$ cat config.mk
export PLATFORM = sky130hd
export DESIGN_NAME = sgmva_cell
export DESIGN_NICKNAME = d
export VERILOG_FILES = /design/src/hdl/sgmva_pkg.sv /design/src/hdl/sgmva_cell.sv
export SDC_FILE = /design/constraint.sdc
export NUM_CORES = 1
export LEC_CHECK = 0
export BUFFER_PORTS_ARGS = -buffer_cell sky130_fd_sc_hd__buf_2
export CAP_MARGIN = 20
export CORE_ASPECT_RATIO = 0.8
export CORE_MARGIN = 2
export CORE_UTILIZATION = 35
export DETAILED_ROUTE_END_ITERATION = 16
export PLACE_DENSITY = 0.7
export REMOVE_ABC_BUFFERS = 1
export SLEW_MARGIN = 10
export SYNTH_ARGS = -nofsm -noshare
export SYNTH_HDL_FRONTEND = slang
export SYNTH_SLANG_ARGS = --single-unit
$ cat constraint.sdc
create_clock -name i_clk -period 1.06 [get_ports i_clk]
set_clock_uncertainty 0.15 [all_clocks]
set_input_delay 0 -clock i_clk [delete_from_list [all_inputs] [get_ports i_clk]]
set_output_delay 0 -clock i_clk [all_outputs]
set_load 0.01 [all_outputs]
$ cat src/hdl/sgmva_pkg.sv
// Shared constants, types and codes for the spike-gated matvec accumulator.
`timescale 1ns / 1ps
package sgmva_pkg;

    // Array dimensions
    localparam int PRE_MAX  = 64;
    localparam int POST_MAX = 32;

    // Field widths
    localparam int CMD_W      = 2;
    localparam int POST_IDX_W = 5;
    localparam int PRE_IDX_W  = 6;
    localparam int WEIGHT_W   = 16;
    localparam int ACC_W      = 48;
    localparam int X_W        = 16;
    localparam int PRE_CNT_W  = 7;
    localparam int POST_CNT_W = 6;
    localparam int CFG_IDX_W  = 2;
    localparam int CFG_DATA_W = 7;

    // Derived sizes
    localparam int WS_DEPTH = PRE_MAX * POST_MAX;
    localparam int WS_ADDR_W = $clog2(WS_DEPTH);
    localparam int NPRE_W   = $clog2(PRE_MAX + 1);
    localparam int NPOST_W  = $clog2(POST_MAX + 1);
    localparam int CYC_W    = $clog2(POST_MAX + 2);
    localparam int TERM_W   = WEIGHT_W + X_W;
    localparam int SPIKE_SHIFT = 12;

    // Input tdata packing, lowest bit first
    localparam int IN_POST_LSB   = 0;
    localparam int IN_PRE_LSB    = IN_POST_LSB + POST_IDX_W;
    localparam int IN_WEIGHT_LSB = IN_PRE_LSB + PRE_IDX_W;
    localparam int IN_PRESET_LSB = IN_WEIGHT_LSB + WEIGHT_W;
    localparam int IN_X_LSB      = IN_PRESET_LSB + ACC_W;
    localparam int IN_BITS       = IN_X_LSB + X_W;
    localparam int S_TDATA_W     = ((IN_BITS + 7) / 8) * 8;

    // Output tdata packing, lowest bit first
    localparam int OUT_IDX_LSB = 0;
    localparam int OUT_SUM_LSB = OUT_IDX_LSB + POST_IDX_W;
    localparam int OUT_OVF_BIT = OUT_SUM_LSB + ACC_W;
    localparam int OUT_BITS    = OUT_OVF_BIT + 1;
    localparam int M_TDATA_W   = ((OUT_BITS + 7) / 8) * 8;

    // Command codes
    localparam logic [CMD_W-1:0] CMD_WR_WEIGHT = 2'd0;
    localparam logic [CMD_W-1:0] CMD_PRESET    = 2'd1;
    localparam logic [CMD_W-1:0] CMD_INPUT     = 2'd2;

    // Configuration register indexes
    localparam logic [CFG_IDX_W-1:0] CFG_PRE_COUNT  = 2'd0;
    localparam logic [CFG_IDX_W-1:0] CFG_POST_COUNT = 2'd1;
    localparam logic [CFG_IDX_W-1:0] CFG_SPIKE_MODE = 2'd2;

    typedef enum logic [1:0] {
        ST_IDLE,
        ST_ACC,
        ST_RPT
    } t_state;

    // Contents of one ring cell
    typedef struct packed {
        logic signed [ACC_W-1:0] acc;
        logic                    ovf;
    } t_cell_data;

    // Control from the sequencer to the MAC unit
    typedef struct packed {
        logic add_en;
        logic spike_mode;
    } t_mac_ctrl;

endpackage

$ cat src/hdl/sgmva_cell.sv
// One ring cell: holds one accumulator and its overflow mark.
`timescale 1ns / 1ps
module sgmva_cell (
    input  logic                            i_clk,
    input  logic                            i_rst_n,
    input  logic                            i_shift,
    input  logic                            i_load,
    input  logic signed [sgmva_pkg::ACC_W-1:0] i_load_acc,
    input  sgmva_pkg::t_cell_data           i_prev,
    output sgmva_pkg::t_cell_data           o_data
);
    import sgmva_pkg::*;

    t_cell_data r_data;

    always_ff @(posedge i_clk) begin
        if (!i_rst_n) begin
            r_data <= '0;
        end else if (i_load) begin
            r_data.acc <= i_load_acc;
            r_data.ovf <= 1'b0;
        end else if (i_shift) begin
            r_data <= i_prev;
        end
    end

    assign o_data = r_data;

endmodule

== Yosys cells after proc, flatten, opt, wreduce, memory -nomap -nowiden ==
Index checks and enable logic that the tools add are counted.
Word-level totals
  input port bits: 101
  word-level logic and storage cells: 7
  register bits after elaboration: 49
  bits in latches: 0
  bits in read-only memories: 0
  memory bits (writable): 0
  memories: 0
  output and inout bits: 49
Cells by class
  mux-type cells: 2
  $add $sub $neg: 0
  multiply operators: 0
  reductions and logical operators: 2
  eq/ne operators: 0
  order comparisons: 0
  shift operators: 0
  bitwise operators: 1
  div/mod/pow operators: 0
Operators with widths (count)
  $mux 49: 2
  $reduce_bool 2->1: 1
  $reduce_or 2->1: 1
  $not 1->1: 1

== Depth between registers and ports, before layout ==
  depth after elaboration: 2
  mapped depth: 4
  depth with buffers taken out: 2

== Least setup slack after synthesis ==
OpenSTA, ideal clock, no wires.
  path kind: reg-to-reg
  start point: register, netlist name o_data[24]
  end point: register r_data (netlist bit o_data[24])
  required time: 0.794 ns
  path slack: 0.026 ns
  cell stages (with the launch flop): 3
  data arrival time: 0.768 ns
  library setup time: 0.116 ns
  path through: dfxtp_1 mux2_4 o211a_1
RTL lines
  to (signal assigned): line sgmva_cell.sv:23  | r_data <= i_prev;
  to (decl): line sgmva_cell.sv:14  | t_cell_data r_data;

== Worst setup path in the final report ==
  start point: input port i_prev[22] in the netlist's numbering
  end point: register r_data (netlist bit o_data[22])
Between the ends
  cells in the longest elaborated chain, start to end: 2
Ends and longest elaborated chain
  from (decl): line sgmva_cell.sv:9  | input sgmva_pkg::t_cell_data i_prev,
  $mux 49: line sgmva_cell.sv:22  | end else if (i_shift) begin
  $mux 49: line sgmva_cell.sv:19  | end else if (i_load) begin
No other way between the ends. The select of a mux whose other input is x is not followed.
A chain may end at the register's enable or synchronous reset.

==> results.json <==
{
  "start_util_pct": 35.9,
  "yosysSeqAreaShare_pct": 39.9,
  "die_width_um": 97.7,
  "tightest_slew_ns": 0.233,
  "dp.cells": 437,
  "drt_iter0_markers": 64,
  "clk_pin_slew_ns": 0.09,
  "setup_slack_ns": -0.0117,
  "hold_class": "input port to register",
  "power_density_nw_per_um2": 994,
  "synth_seq_cells": 49,
  "setup_tns_ns": -0.0536,
  "hold_buffers": 98,
  "outcome": "finished, violations left",
  "grt_max_degree": 55,
  "synth-xor-area-share_pct": 0,
  "die_area_um2": 7720,
  "portBuffers": 149,
  "coreArea_um2": 6860,
  "cap_viol_max_count": 0,
  "synth_top_family_by_area": "multiplexers",
  "crit_required_ns": 1.10,
  "syn_inst": 215,
  "setup_viol": 9,
  "cts_tree": "built",
  "netlist_area_um2": 2460,
  "fmax_mhz": 933,
  "clockBufferDepth": 2,
  "final_cell_mix": "133 x buf_2, 77 x dlygate4sd3_1, 48 x nand2b_1, 48 x o211a_1, 46 x dfxtp_1",
  "grt_overflow_total": 0,
  "die_h_um": 79.0,
  "rows": 27,
  "cts_max_level": 2,
  "ys_warn_count": 0,
  "io_pins": 150,
  "reg2reg_slack_ns": -0.01,
  "critPathKind": "input port to register",
  "synthMuxAreaShare_pct": 23.9,
  "slew_violations": 0,
  "layout.nets": 541,
  "finalWeightedCongestion": 0.747,
  "avgSynthCellArea_um2": 11.4,
  "antennaDiodeCount": 0,
  "first_global_vias": 2688,
  "synthSimpleGateAreaFrac_pct": 12.5,
  "clk-insertion-delay-late_ns": 0.29,
  "largest_reg_flops": 49,
  "cts_sinks": 49,
  "grt.total_usage_pct": 19.8,
  "vias": 2477,
  "path_max_fanout": 1,
  "final_common_cell": "buf_2",
  "synth.distinct_cells": 10,
  "cts-root-buf": "clkbuf_8",
  "rsz0062_at_grt": "true",
  "critPathLaunchType": "input port",
  "synth-compound-area-share_pct": 19.5,
  "postRouteAntennaNets": 0,
  "holdWs_ns": -0.0748,
  "place_area_um2": 3330,
  "end_kind": "register",
  "arrival_ns": 1.11,
  "firstDrtPassIters": 4,
  "period_needed_ns": 1.07,
  "finalCritPeriodShare_pct": 101,
  "cts_buffers": 5,
  "design_area_um2": 4390,
  "finalCoreUtilization_pct": 64.0,
  "drt-vias-per-instance": 4.69,
  "synthAdderAreaFrac_pct": 0,
  "p_leak_nw": 2.54,
  "violations": "negative hold slack, negative setup slack",
  "ir_worst_vdd_uv": 705,
  "hold_path_depth": 3,
  "drt_wl_total_um": 7510,
  "place_ws_ns": -0.128,
  "grt_pass1_wl_um": 12600,
  "slew_headroom_pct": 84.5,
  "reg2reg_depth": 2,
  "wl_per_cell_um": 14.2,
  "route.detailed.drc": 0,
  "fin_cells": 528,
  "antenna_found_initial": 0,
  "hold_violations": 1,
  "p_total_mw": 4.36,
  "dpl.hpwl_um": 4270,
  "layout-drive-gt1-share_pct": 44.7,
  "areaGrowthSynthToFinish_pct": 78.3
}
layout make-up:
class / instances / area (um^2)
fill: 558 / 2470
timing repair buffer: 238 / 1820
multi-input combinational: 146 / 1390
sequential: 49 / 985
tap: 87 / 109
clock buffer: 8 / 80.1
synthesized netlist by cell type:
library cell	n	area share, %
buf_6	2	0.92
nand2b_1	48	12
buf_2	10	2.0
dfxtp_1	49	40
o211a_1	48	20
mux2i_1	1	0.41
mux2_4	10	6.1
nor3b_1	1	0.31
mux2_2	38	17
clkbuf_1	8	1.2
worst max-delay path: stages:
cell	delay (ns)
dlygate4sd3_1	0.54
buf_2	0.12
mux2_2	0.25
o211a_1	0.20
final timing paths:
kind	from	endpoint
setup / recovery	i_prev[22]	o_data[22]
setup reg to reg	o_data[32]	o_data[32]
hold reg to reg	o_data[0]	o_data[0]
hold / removal	i_prev[46]	o_data[46]
metal layers:
metal,vias to the layer above,track usage (%),wire length [um]
met5,-,0,0
met4,0,4.86,85
met3,8,4.40,421
met2,92,38.3,3920
met1,1146,22.2,3080
li1,1231,-,-
cell families after synthesis:
group / count (synthesis)
AOI/OAI and AO/OA: 48
buffers and inverters: 20
DFF: 49
muxes: 49
and+or+nand+nor: 49
report_power, final:
part	total (mW)	internal [mW]	switching, mW
registers	2.04	1.98	0.0633
clock network	1.06	0.471	0.590
logic	1.25	0.803	0.451
total	4.36	3.26	1.10
what timing repair did:
item / CTS / global route
endpoints found under the setup margin: 0 / 47
endpoints found under the hold margin: 49 / 1
setup buffers: 0 / 1
gates resized for setup: 0 / 28
(Power assumes the default switching activity.)
