===== src/hdl/sgmva_pkg.sv =====
// Shared constants, types and codes for the spike-gated matvec accumulator.
`timescale 1ns / 1ps
package sgmva_pkg;

    // Array dimensions
    localparam int PRE_MAX  = 64;
    localparam int POST_MAX = 32;

    // Field widths
    localparam int CMD_W      = 2;
    localparam int POST_IDX_W = 5;
    localparam int PRE_IDX_W  = 6;
    localparam int WEIGHT_W   = 16;
    localparam int ACC_W      = 48;
    localparam int X_W        = 16;
    localparam int PRE_CNT_W  = 7;
    localparam int POST_CNT_W = 6;
    localparam int CFG_IDX_W  = 2;
    localparam int CFG_DATA_W = 7;

    // Derived sizes
    localparam int WS_DEPTH = PRE_MAX * POST_MAX;
    localparam int WS_ADDR_W = $clog2(WS_DEPTH);
    localparam int NPRE_W   = $clog2(PRE_MAX + 1);
    localparam int NPOST_W  = $clog2(POST_MAX + 1);
    localparam int CYC_W    = $clog2(POST_MAX + 2);
    localparam int TERM_W   = WEIGHT_W + X_W;
    localparam int SPIKE_SHIFT = 12;

    // Input tdata packing, lowest bit first
    localparam int IN_POST_LSB   = 0;
    localparam int IN_PRE_LSB    = IN_POST_LSB + POST_IDX_W;
    localparam int IN_WEIGHT_LSB = IN_PRE_LSB + PRE_IDX_W;
    localparam int IN_PRESET_LSB = IN_WEIGHT_LSB + WEIGHT_W;
    localparam int IN_X_LSB      = IN_PRESET_LSB + ACC_W;
    localparam int IN_BITS       = IN_X_LSB + X_W;
    localparam int S_TDATA_W     = ((IN_BITS + 7) / 8) * 8;

    // Output tdata packing, lowest bit first
    localparam int OUT_IDX_LSB = 0;
    localparam int OUT_SUM_LSB = OUT_IDX_LSB + POST_IDX_W;
    localparam int OUT_OVF_BIT = OUT_SUM_LSB + ACC_W;
    localparam int OUT_BITS    = OUT_OVF_BIT + 1;
    localparam int M_TDATA_W   = ((OUT_BITS + 7) / 8) * 8;

    // Command codes
    localparam logic [CMD_W-1:0] CMD_WR_WEIGHT = 2'd0;
    localparam logic [CMD_W-1:0] CMD_PRESET    = 2'd1;
    localparam logic [CMD_W-1:0] CMD_INPUT     = 2'd2;

    // Configuration register indexes
    localparam logic [CFG_IDX_W-1:0] CFG_PRE_COUNT  = 2'd0;
    localparam logic [CFG_IDX_W-1:0] CFG_POST_COUNT = 2'd1;
    localparam logic [CFG_IDX_W-1:0] CFG_SPIKE_MODE = 2'd2;

    typedef enum logic [1:0] {
        ST_IDLE,
        ST_ACC,
        ST_RPT
    } t_state;

    // Contents of one ring cell
    typedef struct packed {
        logic signed [ACC_W-1:0] acc;
        logic                    ovf;
    } t_cell_data;

    // Control from the sequencer to the MAC unit
    typedef struct packed {
        logic add_en;
        logic spike_mode;
    } t_mac_ctrl;

endpackage


===== src/hdl/sgmva_mac.sv =====
// Shared MAC: registered weight term, then saturating add onto the head cell.
`timescale 1ns / 1ps
module sgmva_mac (
    input  logic                                  i_clk,
    input  sgmva_pkg::t_mac_ctrl                  i_ctrl,
    input  logic signed [sgmva_pkg::WEIGHT_W-1:0] i_weight,
    input  logic signed [sgmva_pkg::X_W-1:0]      i_x,
    input  sgmva_pkg::t_cell_data                 i_head,
    output sgmva_pkg::t_cell_data                 o_tail
);
    import sgmva_pkg::*;

    localparam logic signed [ACC_W-1:0] ACC_POS = {1'b0, {(ACC_W-1){1'b1}}};
    localparam logic signed [ACC_W-1:0] ACC_NEG = {1'b1, {(ACC_W-1){1'b0}}};

    logic signed [TERM_W-1:0] n_term;
    logic signed [TERM_W-1:0] r_term;
    logic signed [ACC_W:0]    w_sum;
    logic                     w_sat;

    // spike mode: weight widened to Q20.12 when input is positive, else zero
    always_comb begin
        if (i_ctrl.spike_mode) begin
            if (i_x > 0) begin
                n_term = TERM_W'(i_weight) <<< SPIKE_SHIFT;
            end else begin
                n_term = '0;
            end
        end else begin
            n_term = TERM_W'(i_weight) * TERM_W'(i_x);
        end
    end

    always_ff @(posedge i_clk) begin
        r_term <= n_term;
    end

    assign w_sum = (ACC_W+1)'(i_head.acc) + (ACC_W+1)'(r_term);
    assign w_sat = w_sum[ACC_W] != w_sum[ACC_W-1];

    always_comb begin
        o_tail = i_head;
        if (i_ctrl.add_en) begin
            if (w_sat) begin
                o_tail.acc = w_sum[ACC_W] ? ACC_NEG : ACC_POS;
                o_tail.ovf = 1'b1;
            end else begin
                o_tail.acc = w_sum[ACC_W-1:0];
            end
        end
    end

endmodule

===== config.mk =====
export PLATFORM = sky130hd
export DESIGN_NAME = sgmva_mac
export DESIGN_NICKNAME = d
export VERILOG_FILES = /design/src/hdl/sgmva_pkg.sv /design/src/hdl/sgmva_mac.sv
export SDC_FILE = /design/constraint.sdc
export NUM_CORES = 1
export LEC_CHECK = 0
export ABC_AREA = 1
export BUFFER_PORTS_ARGS = -buffer_cell sky130_fd_sc_hd__buf_2
export CAP_MARGIN = 20
export CORE_ASPECT_RATIO = 2
export CORE_MARGIN = 5
export CORE_UTILIZATION = 45
export DETAILED_ROUTE_END_ITERATION = 16
export PLACE_DENSITY = 0.62
export SLEW_MARGIN = 20
export SYNTH_ARGS = -nofsm -noshare
export SYNTH_HDL_FRONTEND = slang
export SYNTH_SLANG_ARGS = --single-unit
export TNS_END_PERCENT = 50

===== constraint.sdc =====
create_clock -name i_clk -period 10.4 [get_ports i_clk]
set_input_delay 1.56 -clock i_clk [delete_from_list [all_inputs] [get_ports i_clk]]
set_output_delay 1.56 -clock i_clk [all_outputs]
set_load 0.02 [all_outputs]

* After elaboration in Yosys (flattened, before gate mapping)
Cells that the tools add are included.
Storage, ports and cells: register bits after elaboration 32, word-level logic and storage cells 11
Cells by class: mux-type cells 6, $mul 1, eq/ne operators 1, magnitude comparators 1, add/sub/neg operators 1
Operator list (number):
- 48-bit two-way mux | 2
- 32-bit two-way mux | 2
- 48-bit by 32-bit adder with 49-bit output | 1
- 49-bit two-way mux | 1
- 16-bit by 16-bit multiplier with 32-bit output | 1
- 16-bit by 1-bit greater-than comparator with 1-bit output (second input constant) | 1
- 1-bit two-way mux | 1
- 1-bit != test | 1

* Longest topological paths before layout
Gate-level depths: netlist of the first run.
depth in word-level cells 4, gate-level depth with buffers 28, depth with buffers taken out 26

* Worst setup path before layout of the first run
OpenSTA, ideal clock, no wires.
kind input to register, from input i_weight[15] (netlist name), to register r_term[27], path slack 3.393 ns, cell stages on the path 23, required time 10.281 ns, data arrival time 6.888 ns, setup time 0.119 ns, cells stage by stage clkbuf_1 clkbuf_1 nand2_1 inv_1 fa_1 fa_1 fa_1 fa_1 fa_1 inv_1 fa_1 inv_1 ha_1 nand2_1 nor2_1 inv_1 nor2_1 nand4_1 nand3_1 a21o_1 a21oi_1 o21ai_0 nand2_1
Between the ends: cells in the longest elaborated chain, start to end 2, elaborated cells on any way between the ends 3
Ends and longest elaborated chain:
- start, declared | RTL line sgmva_mac.sv:6 | input logic signed [sgmva_pkg::WEIGHT_W-1:0] i_weight,
- 16-bit by 16-bit multiplier with 32-bit output / 32-bit two-way mux (equally long branches) | RTL line sgmva_mac.sv:30, sgmva_mac.sv:24
- 32-bit two-way mux (*) | RTL line sgmva_mac.sv:23 | if (i_ctrl.spike_mode) begin
- via n_term[27] | RTL line sgmva_mac.sv:16 | logic signed [TERM_W-1:0] n_term;
- end signal, assigned | RTL line sgmva_mac.sv:35 | r_term <= n_term;
- end, declared | RTL line sgmva_mac.sv:17 | logic signed [TERM_W-1:0] r_term;
Mark *: on every way through the listed nets, which the timed path passes. The rest lies on a longest branch.

* Worst setup path in the final report of the first run
from input i_x[1] (netlist name), to register r_term[25]
Between the ends: cells in the longest elaborated chain, start to end 3, elaborated cells on any way between the ends 4
Ends and longest elaborated chain:
- start, declared | RTL line sgmva_mac.sv:7 | input logic signed [sgmva_pkg::X_W-1:0] i_x,
- branches (longest 2 deep; another with 16-bit by 16-bit multiplier with 32-bit output)
- 32-bit two-way mux (*) | RTL line sgmva_mac.sv:23
- via n_term[25] | RTL line sgmva_mac.sv:16
Mark *: on every way through the listed nets, which the timed path passes.

==> impl_results.md, run 1 <==
* Net count, final at 2907
* Biggest registers after layout: r_term x32
* Largest net degree at the start of global routing at 52
* Compound-Gate Fraction of Synth Area at 0.08329
* XOR/XNOR share of the synthesized area at 0.02597
* Worst slew pin tran at 932.1 ps
* Slowest stage delay, CP at 970 ps
* Vias in the first global route at 16490
* Slowest cell on crit path: fa_1
* Post-synth EDFFs at 0
* Max reg flops at 32
* TritonCTS clock tree: yes
* Syn_nets at 2848
* Worst path most repeated cell: fa_1
* Synth Flop Type: dfxtp_1
* H-tree Lvls at 2
* Leading cell types in the layout, fill and taps excluded: 651 x nand2_1, 571 x inv_1, 263 x fa_1
* Worst Setup SP: i_x[1]
* Placer Congestion at 1.035
* Critical Path AT at 7720 ps
* Post-DP HPWL at 49.31 mm
* Max-cap violations at 0
* Most flops, register: r_term
* Synth-to-layout area growth at 6.655%
* Port Buffers at 132
* Via Count at 15230
* Core area at 0.03495 mm2
* Design area at 0.01690 mm2
* Min Tclk post-route at 7556 ps
* Critical path class: primary input to register
* Required @ worst endpoint at 10560 ps
* Die Y at 275.4 um
* Final ANT Viol Nets at 0
* CP cell instances: buf_2 -> nand2_1 -> inv_1 -> fa_1 -> fa_1 -> fa_1 -> fa_1 -> fa_1 -> inv_1 -> fa_1 -> inv_1 -> ha_1 -> a21oi_1 -> o21ai_0 -> a21oi_1 -> nand3_1 -> or2_2 -> nand3_1 -> o21ai_0
* RSZ-0062 raised after global routing: false
* # IOs at 133
* CTS-repair resized insts at 0
* Starting DRT DRC Count at 751
* Min-delay worst type: primary input to register
* CP Capture Type: register
* Synth Area in Simple Gates at 0.2569
* CP max FO at 17
* Initial antenna violation count at 0
* Count of different cell masters after synthesis at 37
* Clk slew on worst S/H paths at 50 ps
* Fillers at 3670
* First-pass GRT wire length at 88.22 mm
* Gr ovfl total at 0
* Chip width at 142.7 um
* Die Area at 0.03930 mm2
* Tot GR Track Use at 0.2966
* Hold Slack at 1725 ps
* Multi-input gate area at 0.01269 mm2
* Cts-stage hold buffer count at 0
* Synth warn at 0
* Row cnt at 97
* Register bit count reported by yosys at 32
* Period utilisation layout at 0.7266
* Final hold viol count at 0
* Buffer and inverter count on the worst path at 4
* Synth async-reset ratio at 0
* Slew Limit Fails at 0
* Post-place instance area at 0.01672 mm2
* Starting Density at 0.4534
* Worst-case clock buffer depth at 2
* Postcts setup bufs at 0
* Adder-cell area share of the yosys netlist at 0.4348
* Worst Hold Launch: i_x[0]
* Syn Inst Count at 2371
* Final setup fails at 0
* Multiplexer share of the synthesized area at 0
* WL final at 57.22 mm
* Netlist area before placement at 0.01585 mm2
* Initial DRT Pass Iterations at 5
* Root buffer cell: clkbuf_16
* Post-synthesis sequential area ratio at 0.04042
* Critical path startpoint category: primary input
* F_max at 0.1323 GHz
* Vias per cell at 5.293
* Sum of negative setup slack at 0 ps
* DR DRC count at 0
* WL/cell at 19.89 um
* Largest family of logic cells by synthesized area: adder cells
* Clk sinks at 32
* Status: finished, final reports clean
* Num CTS Buffers at 5
* Relative slew slack at 0.3764
* Worst path top cell family by delay: adder cells
* Storage element area at 640.6 um2
* Syn Area/Cell at 6.685 um2
* Share of layout cells above drive strength 1 at 0.06952
* Most common cell after layout, fill and taps aside: nand2_1
-- kinds of logic (layout without fill, tap and decap cells) --
kind of cell / Yosys count / after routing
AOI/OAI and AO/OA: 236 / 236
xor gates and xnor gates: 47 / 47
adders and majority gates: 393 / 393
buffers and inverters: 654 / 714
DFF: 32 / 32
other: 0 / 1
and+or+nand+nor: 1009 / 1009
-- synth_stat cells, drive strengths merged (20+ instances only) --
master / number / area, um2
nand3: 93 / 465.5
xnor2: 22 / 192.7
clkbuf: 73 / 274.0
o21bai: 20 / 150.1
inv: 571 / 2143
nand2: 661 / 2506
ha: 130 / 1627
fa: 263 / 5265
xor2: 25 / 219.0
dfxtp: 32 / 640.6
o21ai: 51 / 255.2
nor2: 194 / 735.7
a21oi: 144 / 754.5
nand4: 31 / 193.9
-- metrics by stage --
step | setup WS [ps] | utilization | instances
after floorplan | 3393 | - | 2371
after global placement | 2607 | 0.4783 | 2868
after detailed placement | 2538 | 0.4783 | 2868
after CTS | 2807 | 0.4835 | 2876
after global routing | 2589 | 0.4835 | 2876
final | 2844 | 0.4836 | 2877
-- layer usage --
metal | GRT usage | vias up | share of wire
li1 | - | 7185 | -
met1 | 0.2635 | 7265 | 0.31
met2 | 0.5851 | 552 | 0.55
met3 | 0.02618 | 225 | 0.040
met4 | 0.2369 | 0 | 0.097
met5 | 0 | - | 0
-- worst paths after layout --
path / endpoint / slack [ps] / cells after the start
min: r_term[0] / 1720 / 3
max: r_term[25] / 2840 / 19
-- area by class of cell --
cell class / instances / area share
Antenna cell: 1 / 0.0001480
Sequential cell: 32 / 0.03790
Clock buffer: 7 / 0.009030
Timing Repair Buffer: 135 / 0.04041
Inverter: 571 / 0.1268
Tap cell: 445 / 0.03294
Multi-Input combinational cell: 1685 / 0.7510
Clock inverter: 1 / 0.001776
Power of run 1 is left out: the tool's default activity adds up to more than one toggle a clock period on the data nets, which glitch-free logic cannot reach.
==> inputs of run 2 (changes only) <==
PLACE_DENSITY = 0.64   (was 0.62)
clock period = 6.2 ns   (was 10.4 ns; I/O delays follow)
==> run 2 against run 1 <==
- cell area increased by 8.5%
- cell count increased by 5.9%
- core utilization up 4.1 points
- critical path depth increased by 6
- first-iteration DRC count shrank 15%
- critical path type unchanged
- largest cell class unchanged
==> impl_results.md, run 2 (same netlist as run 1, synthesis figures left out) <==
* Met3 GRT Util at 0.01872 (-0.007455)
* Final setup fails at 0 (unchanged)
* Max reg flops at 32 (unchanged)
* Most common cell after layout, fill and taps aside: nand2_1
* Postcts setup bufs at 0 (unchanged)
* Placer Congestion at 1.017 (-1.7%)
* First-pass GRT wire length at 89.40 mm (+1.3%)
* Critical path startpoint category: primary input
* Multi-input gate area at 0.01276 mm2 (+0.53%)
* Min-delay worst type: primary input to register
* Critical Path AT at 6180 ps (-1540 ps)
* Max-cap violations at 0 (unchanged)
* Core area at 0.03495 mm2 (unchanged)
* Gr ovfl total at 0 (unchanged)
* Final hold viol count at 0 (unchanged)
* Most flops, register: r_term
* Clk sinks at 32 (unchanged)
* F_max at 0.1662 GHz
* Required @ worst endpoint at 6360 ps (-4200 ps)
* WHS Path Cells at 3 (unchanged)
* Leading cell types in the layout, fill and taps excluded: 650 x nand2_1, 571 x inv_1, 261 x fa_1
* Min Tclk post-route at 6019 ps
* Starting Density at 0.4534 (unchanged)
* Post-DP HPWL at 52.45 mm (+6.4%)
* Sum of negative setup slack at 0 ps (unchanged)
* Antenna diodes at 0 (-1)
* Status: finished, final reports clean
* CP Capture Type: register
* Buffer and inverter count on the worst path at 9 (+5)
* Final ANT Viol Nets at 0 (unchanged)
* Critical path class: primary input to register
* Worst-case clock buffer depth at 2 (unchanged)
* Synth-to-layout area growth at 15.76%
* Slowest stage delay, CP at 530 ps (-440 ps)
* CP Depth at 25 (+6)
* Root buffer cell: clkbuf_16
* Net count, final at 3078 (+5.9%)
* Starting DRT DRC Count at 640 (-15%)
* Vias per cell at 5.232 (-1.2%)
* Largest net degree at the start of global routing at 51 (-1.9%)
* Die Area at 0.03930 mm2 (unchanged)
* CP max FO at 11 (-6)
* WL final at 58.51 mm (+2.3%)
* Clk slew on worst S/H paths at 50 ps (about the same)
* DR DRC count at 0 (unchanged)
* Storage element area at 640.6 um2 (unchanged)
* H-tree Lvls at 2 (unchanged)
* # IOs at 133 (unchanged)
* Worst slew pin tran at 959.0 ps (+26.86 ps)
* Vias in the first global route at 17150 (+4.0%)
* Via Count at 15940 (+4.7%)
* TritonCTS clock tree: yes
* Met2 Usage GRT at 0.6051 (+0.01995)
* Slew Limit Fails at 0 (unchanged)
* Grt peak-use layer: met2
* Initial antenna violation count at 0 (unchanged)
* Period utilisation layout at 0.9707
* Post-place instance area at 0.01810 mm2 (+8.3%)
* RSZ-0062 raised after global routing: true
* Tot GR Track Use at 0.3007 (+0.004144)
* Worst path top cell family by delay: adder cells
* Chip width at 142.7 um (unchanged)
* Share of layout cells above drive strength 1 at 0.1373 (+0.06774)
* Slowest cell on crit path: fa_1
* Relative slew slack at 0.3584 (-0.01797)
* Row cnt at 97 (unchanged)
* Initial DRT Pass Iterations at 7 (+2)
* Fillers at 3657 (-0.35%)
* Num CTS Buffers at 5 (unchanged)
* Grt met1 use at 0.2523 (-0.01122)
* WL/cell at 19.21 um (-3.4%)
* Port Buffers at 132 (unchanged)
* Biggest registers after layout: r_term x32
* Design area at 0.01835 mm2 (+8.5%)
* Die Y at 275.4 um (unchanged)
==> run 2: cell count changes in the layout (fill, tap and decap cells not counted), sizes merged <==
| cell | before | now |
|---|---|---|
| buf | 135 | 298 |
| bufinv | 1 | 0 |
| clkbuf | 7 | 15 |
| diode | 1 | 0 |
==> run 2: cell type report <==
class	instances	area share
well taps	445	0.03035
flip-flops and latches	32	0.03492
inverters	571	0.1168
repair buffers	306	0.1140
clock buffers	7	0.008320
multi-input cells	1685	0.6956
==> run 2: path summary, 6_finish.rpt <==
check | slack [ps] | end | from
max | 180 | r_term[25] | i_weight[12]
min | 1040 | r_term[12] | i_weight[0]
==> run 2: through the flow <==
step                      instances  setup slack (ps)    util  hold WS [ps]
after floorplan                2371             17.10       -          1161
after global placement         3039            -253.9  0.5180          1339
after detailed placement       3039            -315.3  0.5180          1347
after CTS                      3046             36.04  0.5224          1046
after global routing           3046            -26.73  0.5249          1063
final                          3046             181.4  0.5249          1045
==> run 2: per-layer routing <==
metal  wire length, um  vias to the layer above  part of all wire
met5                 0                        -                 0
met4              6612                        0              0.11
met3              2013                      258             0.034
met2             32770                      550              0.56
met1             17120                     7590              0.29
li1                  -                     7538                 -
==> run 2: repair_timing <==
item | in CTS | in global routing
resized for setup | 1 | 33
hold buffers | 0 | 0
setup endpoints to repair | 1 | 14
pin swaps | 0 | 4
==> run 2: worst min-delay path, stage by stage <==
cell	delay (ps)
buf_2	130
inv_1	100
o21ai_0	110
Power of run 2 is left out for the same reason.
